==> src/rtl/core/hgvn_pkg.sv <==
// shared types and constants for the height grid vertex normals block
// no dependencies
package hgvn_pkg;
  localparam int unsigned DefMaxColumns = 64;
  localparam int unsigned DefMaxRows    = 64;
  localparam int unsigned DefHeightBits = 16;
  localparam int unsigned CfgIdxBits    = 2;
  localparam int unsigned CfgDataBits   = 16;

  typedef enum logic [1:0] {
    OP_CLEAR = 2'd0,
    OP_WRITE = 2'd1,
    OP_QUERY = 2'd2,
    OP_NONE  = 2'd3
  } op_t;

  typedef enum logic [1:0] {
    CFG_COLUMNS = 2'd0,
    CFG_ROWS    = 2'd1,
    CFG_XSPACE  = 2'd2,
    CFG_YSPACE  = 2'd3
  } cfg_idx_t;

  typedef enum logic [2:0] {
    N_IDLE, N_SHIFT, N_SQ, N_SQRT, N_DIV, N_DONE
  } norm_state_t;

  typedef enum logic [2:0] {
    S_IDLE, S_READ, S_WAIT, S_FACET, S_NORM, S_FINAL, S_FNORM, S_OUT
  } seq_state_t;
endpackage

==> src/rtl/core/hgvn_norm.sv <==
// shared vector normalizer: shift to [2^29,2^30), bit-serial root, bit-serial divide
// depends on hgvn_pkg
module hgvn_norm (
  input  logic                    clk,
  input  logic                    rst_n,
  input  logic                    start,
  input  logic signed [63:0]      vec_in [3],
  output logic                    done,
  output logic signed [31:0]      vec_out [3]
);
  import hgvn_pkg::*;

  norm_state_t state_r, state_nxt;
  logic [63:0] mag_r [3];
  logic        neg_r [3];
  logic [63:0] sq_r;
  logic [63:0] rem_r, res_r, bit_r;
  logic [31:0] len_r;
  logic [1:0]  k_r;
  logic [5:0]  cnt_r;
  logic [61:0] dq_r;
  logic [31:0] drem_r;
  logic signed [31:0] out_r [3];
  logic [63:0] m;
  logic zero;

  always_comb begin
    m = mag_r[0];
    if (mag_r[1] > m) m = mag_r[1];
    if (mag_r[2] > m) m = mag_r[2];
    zero = (m == 64'd0);
  end

  always_comb begin
    state_nxt = state_r;
    unique case (state_r)
      N_IDLE:  if (start) state_nxt = N_SHIFT;
      N_SHIFT: if (zero) state_nxt = N_DONE;
               else if (m < 64'h4000_0000 && m >= 64'h2000_0000) state_nxt = N_SQ;
      N_SQ:    if (k_r == 2'd2) state_nxt = N_SQRT;
      N_SQRT:  if (bit_r == 64'd0) state_nxt = N_DIV;
      N_DIV:   if (k_r == 2'd2 && cnt_r == 6'd0) state_nxt = N_DONE;
      N_DONE:  state_nxt = N_IDLE;
      default: state_nxt = N_IDLE;
    endcase
  end

  assign done = (state_r == N_DONE);
  assign vec_out = out_r;

  logic [32:0] dtrial;
  assign dtrial = {drem_r, dq_r[61]} - {1'b0, len_r};

  always_ff @(posedge clk) begin
    if (!rst_n) begin
      state_r <= N_IDLE;
    end else begin
      state_r <= state_nxt;
    end
    unique case (state_r)
      N_IDLE: if (start) begin
        for (int i = 0; i < 3; i++) begin
          neg_r[i] <= vec_in[i][63];
          mag_r[i] <= vec_in[i][63] ? 64'd0 - 64'(vec_in[i]) : 64'(vec_in[i]);
          out_r[i] <= '0;
        end
        sq_r <= '0;
        k_r  <= '0;
      end
      N_SHIFT: if (!zero) begin
        if (m >= 64'h4000_0000) begin
          for (int i = 0; i < 3; i++) mag_r[i] <= mag_r[i] >> 1;
        end else if (m < 64'h2000_0000) begin
          for (int i = 0; i < 3; i++) mag_r[i] <= mag_r[i] << 1;
        end
      end
      N_SQ: begin
        sq_r <= sq_r + mag_r[k_r][31:0] * mag_r[k_r][31:0];
        k_r  <= (k_r == 2'd2) ? 2'd0 : k_r + 2'd1;
        if (k_r == 2'd2) begin
          rem_r <= sq_r + mag_r[k_r][31:0] * mag_r[k_r][31:0];
          res_r <= '0;
          bit_r <= 64'h4000_0000_0000_0000;
        end
      end
      N_SQRT: begin
        if (bit_r != 64'd0) begin
          if (rem_r >= res_r + bit_r) begin
            rem_r <= rem_r - (res_r + bit_r);
            res_r <= (res_r >> 1) + bit_r;
          end else begin
            res_r <= res_r >> 1;
          end
          bit_r <= bit_r >> 2;
        end else begin
          len_r  <= (res_r[31:0] == 32'd0) ? 32'd1 : res_r[31:0];
          dq_r   <= {mag_r[0][31:0], 30'd0};
          drem_r <= '0;
          cnt_r  <= 6'd61;
        end
      end
      N_DIV: begin
        if (cnt_r == 6'd0) begin
          // last quotient bit comes straight from the trial subtract
          out_r[k_r] <= neg_r[k_r]
            ? 32'd0 - {dq_r[30:0], ~dtrial[32]} : {dq_r[30:0], ~dtrial[32]};
          if (k_r != 2'd2) begin
            k_r    <= k_r + 2'd1;
            dq_r   <= {mag_r[k_r + 2'd1][31:0], 30'd0};
            drem_r <= '0;
            cnt_r  <= 6'd61;
          end
        end else begin
          if (!dtrial[32]) begin
            drem_r <= dtrial[31:0];
            dq_r   <= {dq_r[60:0], 1'b1};
          end else begin
            drem_r <= {drem_r[30:0], dq_r[61]};
            dq_r   <= {dq_r[60:0], 1'b0};
          end
          cnt_r <= cnt_r - 6'd1;
        end
      end
      default: ;
    endcase
  end
endmodule

==> config.mk <==
export PLATFORM = sky130hd
export DESIGN_NAME = hgvn_norm
export DESIGN_NICKNAME = d
export VERILOG_FILES = /design/src/rtl/core/hgvn_pkg.sv /design/src/rtl/core/hgvn_norm.sv
export SDC_FILE = /design/constraint.sdc
export NUM_CORES = 2
export LEC_CHECK = 0
export ABC_CLOCK_PERIOD_IN_PS = 19400
export BUFFER_PORTS_ARGS = -buffer_cell sky130_fd_sc_hd__buf_2
export CAP_MARGIN = 40
export CORE_UTILIZATION = 45
export CTS_CLUSTER_SIZE = 40
export DETAILED_ROUTE_END_ITERATION = 10
export PLACE_DENSITY = 0.72
export SYNTH_ARGS = -nofsm -noshare
export SYNTH_HDL_FRONTEND = slang
export SYNTH_SLANG_ARGS = --single-unit
==> constraint.sdc <==
create_clock -name clk -period 19.4 [get_ports clk]
set_input_delay 3.88 -clock clk [delete_from_list [all_inputs] [get_ports clk]]
set_output_delay 3.88 -clock clk [all_outputs]
set_load 0.02 [all_outputs]
* Word-level counts from Yosys, hierarchy flattened
Memory sizes are Yosys's and may differ from the RTL's. A register that Yosys moved wholly into a read port is not among the register bits.
Index checks and enable logic that the tools add are counted.
Widths: inputs -> output; s select.
** Storage, ports and cells
- Register bits after elaboration :: 489
- Latch bits :: 0
- Memory bits (writable) :: 195
- Memory bits (read-only) :: 0
- Bits of input ports :: 195
- Output and inout port bits :: 97
- Logic and storage cells :: 156
- Memories kept :: 2
** Memory list
- mag_r :: words 3, bits a word 64, read ports 5, clocked after Yosys merged registers in 1, write ports 3, RTL line hgvn_norm.sv:14 : logic [63:0] mag_r [3];
- neg_r :: words 3, bits a word 1, read ports 1, clocked after Yosys merged registers in 1, write ports 3, RTL line hgvn_norm.sv:15 : logic neg_r [3];
** Operators by class
- $add $sub $neg :: 11
- Multipliers :: 1
- Div/mod/pow operators :: 0
- Order comparisons :: 9
- Eq/ne operators :: 18
- Shift operators :: 0
- Multiplexer cells :: 71
- Bitwise logic cells :: 9
- Reductions and logical operators :: 22
** Operators by type and width (number)
- $mux 64 :: 20
- $pmux 64 s2 :: 4
- $mux 32 :: 6
- $mux 96 :: 2
- $pmux 96 s2 :: 1
- $sub 1x64->64 const A :: 3
- $mux 62 :: 3
- $add 64x64->64 :: 2
- $gt 64x64->1 :: 2
- $logic_not 64->1 :: 2
- $pmux 62 s2 :: 1
- $bwmux 96 :: 1
- $add 63x64->64 :: 1
- $demux 32 s2 :: 1
- $ge 64x30->1 const B :: 1
- $ge 64x31->1 const B :: 1
- $ge 64x64->1 :: 1
- $lt 64x30->1 const B :: 1
- $lt 64x31->1 const B :: 1
- $mul 32x32->64 :: 1
- $pmux 32 s2 :: 1
- $reduce_bool 64->1 :: 1
- $sub 64x64->64 :: 1
- $sub 33x32->33 :: 1
- other kinds (31) :: 82

* Logic depth before layout (Yosys ltp)
- Depth after elaboration :: 11
- Depth in mapped cells :: 37
- Depth with buffers taken out :: 32

* Worst setup path before layout
Ideal clock, no wire load.
- Kind :: register to register
- Start :: register k_r[0]
- End :: register rem_r[0], enable pin
- Setup time :: 0.427 ns
- Arrival time :: 18.839 ns
- Data required time :: 18.973 ns
- Path slack :: 0.135 ns
- Stages on the path, launching flop included :: 9
- Path buffers :: 3
- Clock period less this slack :: 19.265 ns
- Cell sequence :: edfxtp_1 clkbuf_1 buf_1 inv_1 ha_1 clkbuf_1 nor2_1 a2111oi_0 o21a_1
** Between the ends
- Word-level cells in the longest chain between the ends :: 3
** Ends and longest elaborated chain
- start: declaration :: RTL line hgvn_norm.sv:19 : logic [1:0] k_r;
- start signal: assignment :: RTL line hgvn_norm.sv:79 : k_r <= (k_r == 2'd2) ? 2'd0 : k_r + 2'd1;
- start signal: assignment :: RTL line hgvn_norm.sv:108 : k_r <= k_r + 2'd1;
- $eq 2x2->1 :: RTL line hgvn_norm.sv:80 : if (k_r == 2'd2) begin
- $ne 2x2->1 (no line)
- $reduce_and 4->1 (no line)
- end signal: assignment :: RTL line hgvn_norm.sv:81 : rem_r <= sq_r + mag_r[k_r][31:0] * mag_r[k_r][31:0];
- end signal: assignment :: RTL line hgvn_norm.sv:89 : rem_r <= rem_r - (res_r + bit_r);
- end: declaration :: RTL line hgvn_norm.sv:17 : logic [63:0] rem_r, res_r, bit_r;
Every way passes these cells.
A chain may end at the register's enable or synchronous reset.

==> results.toml <==
[timing]
timing.setup.tns_ns = 0
fin_skew_ns = 0.05013
hold_viol_final = 0
rsz0062_at_grt = "no"
timing.final.crit_share_pct = 58.35
slew_violations = 0
maxSlewHeadroom_pct = 23.98
period_minus_slack_ns = 11.32
fmax_ghz = 0.08835
finalSetupViolCount = 0
worstMarginPinSlew_ns = 1.140

[cells_and_area]
fin_nets = 10130
layout_common_cells = "inv_1 (1174), nand2_1 (925), fa_1 (874)"
layout_commonest_cell = "inv_1"
drive_gt1_share_pct = 7.217
stdcell_count = 10889
fin_util_pct = 49.20
syn2layout_area_growth_pct = 8.543
n_fill_cell = 15873

[clocking]
clk_pin_slew_ns = 0.08
postCtsHoldBufs = 0
clock-sinks = 654
cts_setup_buffers = 0
cts-root-buf = "clkbuf_16"
cts_tree = "yes"
clk_path_buf_depth = 3
clock_latency_ns = 0.71
cts_max_level = 3
cts_made_buffers = 79
cts-resized-gates = 0

[logic_synthesis]
postSynthCellCount = 8452
syn-cell-area_um2 = 77750
async_reset_ff_share_pct = 0
ys.flop_type = "edfxtp_1"
synth.avg_cell_area_um2 = 9.200
yosysWarnings = 0
yosysSeqAreaShare_pct = 25.19
ys_ff_latch = 654
synth_edf_count = 649
synthesis.nets = 10066
netlist-cell-type-count = 91

[worst_setup_path]
start_kind = "register"
cp_max_fo = 71
critPathMaxStageDelay_ns = 0.94
crit_top_cell = "fa_1"
end_kind = "register"
slowest_stage = "a2111oi_0"
crit_arrival_ns = 11.73
path_class = "register to register"
cp.required_ns = 19.81
r2r_cells = 28

[global_routing]
antenna_found_initial = 6
grt_max_degree = 257
grt_pass1_vias = 63929
grt_pass1_wl_um = 376500
overflow = 0
grt_use_total_pct = 27.82

[status]
run_status = "completed"

[route]
dr.pass1.iters = 6
drt_first_iter_violations = 6309
via_per_inst = 5.836
vias = 63543
postRouteAntennaNets = 0
post_drt_wl_per_cell_um = 22.28
drc = 0
totalWireLength_um = 242600

[place]
hpwlAfterDp_um = 187500
gp_congestion = 0.9965
dp.cells = 10744
portBuffers = 291

[hold_path]
hold_class = "register to register"
worstHoldPathCells = 2

[floorplan]
initial_core_util_pct = 45.33
die_w_um = 417.7
design.die.area_um2 = 174500
rows = 152
pin_count = 292
core_area_um2 = 171500
dieHeight_um = 417.7

[run]
maxCapViolations = 0
==> worst paths after layout <==
check / start / end / slack [ns]
setup / recovery: register / rem_r[62] / 8.08
hold / removal: vec_out[64] / vec_out[64] / 0.59
setup reg to reg: register / rem_r[62] / 8.08
hold reg to reg: vec_out[64] / vec_out[64] / 0.59
==> state kept, by name, indices dropped and copies added (netlist names), 62 cells and up, named ones only <==
register,flops
mag_r,192
res_r,64
sq_r,64
dq_r,62
vec_out,96
rem_r,64
==> cell usage after synthesis, types with 9 or more instances <==
cell,count,area (um2)
nand4_1,87,544.3
o22ai_1,11,68.82
nand3b_1,10,75.07
or3_1,45,281.5
o41ai_1,36,315.3
a211o_1,9,78.83
buf_1,33,123.9
nand3_1,69,345.3
buf_4,15,112.6
nor2b_1,53,331.6
o21ai_0,603,3018
ha_1,545,6819
inv_1,1175,4410
nand2_1,927,3480
nor2_1,732,2748
or4_1,37,277.8
nor4_1,94,588.1
xor2_1,300,2628
nor3_1,56,280.3
nand2b_1,32,200.2
or2_2,20,125.1
and2_1,40,250.2
edfxtp_1,649,19490
o21bai_1,45,337.8
o21ai_1,30,150.1
a31o_2,25,219.0
and3_1,97,606.8
and4_1,10,87.58
o31a_1,9,78.83
a21o_1,147,1104
o21a_1,50,375.4
buf_2,20,100.1
a31oi_1,78,488.0
a21oi_1,338,1692
fa_1,874,17500
xnor2_1,188,1647
o211ai_1,22,165.2
a211oi_1,163,1224
mux2i_1,200,2002
clkbuf_1,350,1314
o31ai_1,78,585.6
==> critical path: cells and delay by family, from the launching register on <==
family	cells	cell delay, ns
DFF	1	0.32
muxes	1	0.09
xor gates and xnor gates	1	0.18
AOI/OAI and AO/OA	8	2.87
buffers and inverters	5	1.75
and+or+nand+nor	4	1.54
adders and majority gates	9	4.23
==> final cells by class <==
cell class	instances	area, um2	share of cell area (%)
clock inverter	48	543.0	0.6434
tap	2310	2890	3.425
inverter	1181	4434	5.254
sequential	654	19590	23.21
timing repair buffer	402	2669	3.162
multi-input combinational	6198	52210	61.86
antenna	2	5.005	0.005930
clock buffer	94	2054	2.434
==> through the flow <==
stage	setup WS, ns	hold slack (ns)	area, um2
2_1_floorplan	0.1346	0.5446	77750
3_3_place_gp	8.075	0.5667	81210
3_5_place_dp	8.470	0.5796	81770
4_1_cts	8.382	0.5961	84360
5_1_grt	7.659	0.6132	84390
6_report	8.081	0.5923	84400
==> metal layers <==
layer	track usage (%)	vias up	share of wire [%]
met5	0	-	0.019
met3	5.074	589	8.7
met2	44.40	2745	46
met1	37.37	31428	41
met4	11.08	6	4.5
li1	-	28775	-
==> logic make-up after synthesis <==
kind of cell / after synthesis / share of synthesized area, %
AO/OA/AOI/OAI: 1745 / 13.99
XOR/XNOR: 488 / 5.497
adder cells (fa/ha/maj): 1419 / 31.27
buffers and inverters: 1600 / 7.838
flip-flops: 654 / 25.19
multiplexers: 209 / 2.705
AND/OR/NAND/NOR: 2337 / 13.51
Power is not shown: default switching activity piles up to over one toggle a cycle in this logic, so the estimate is an artifact.
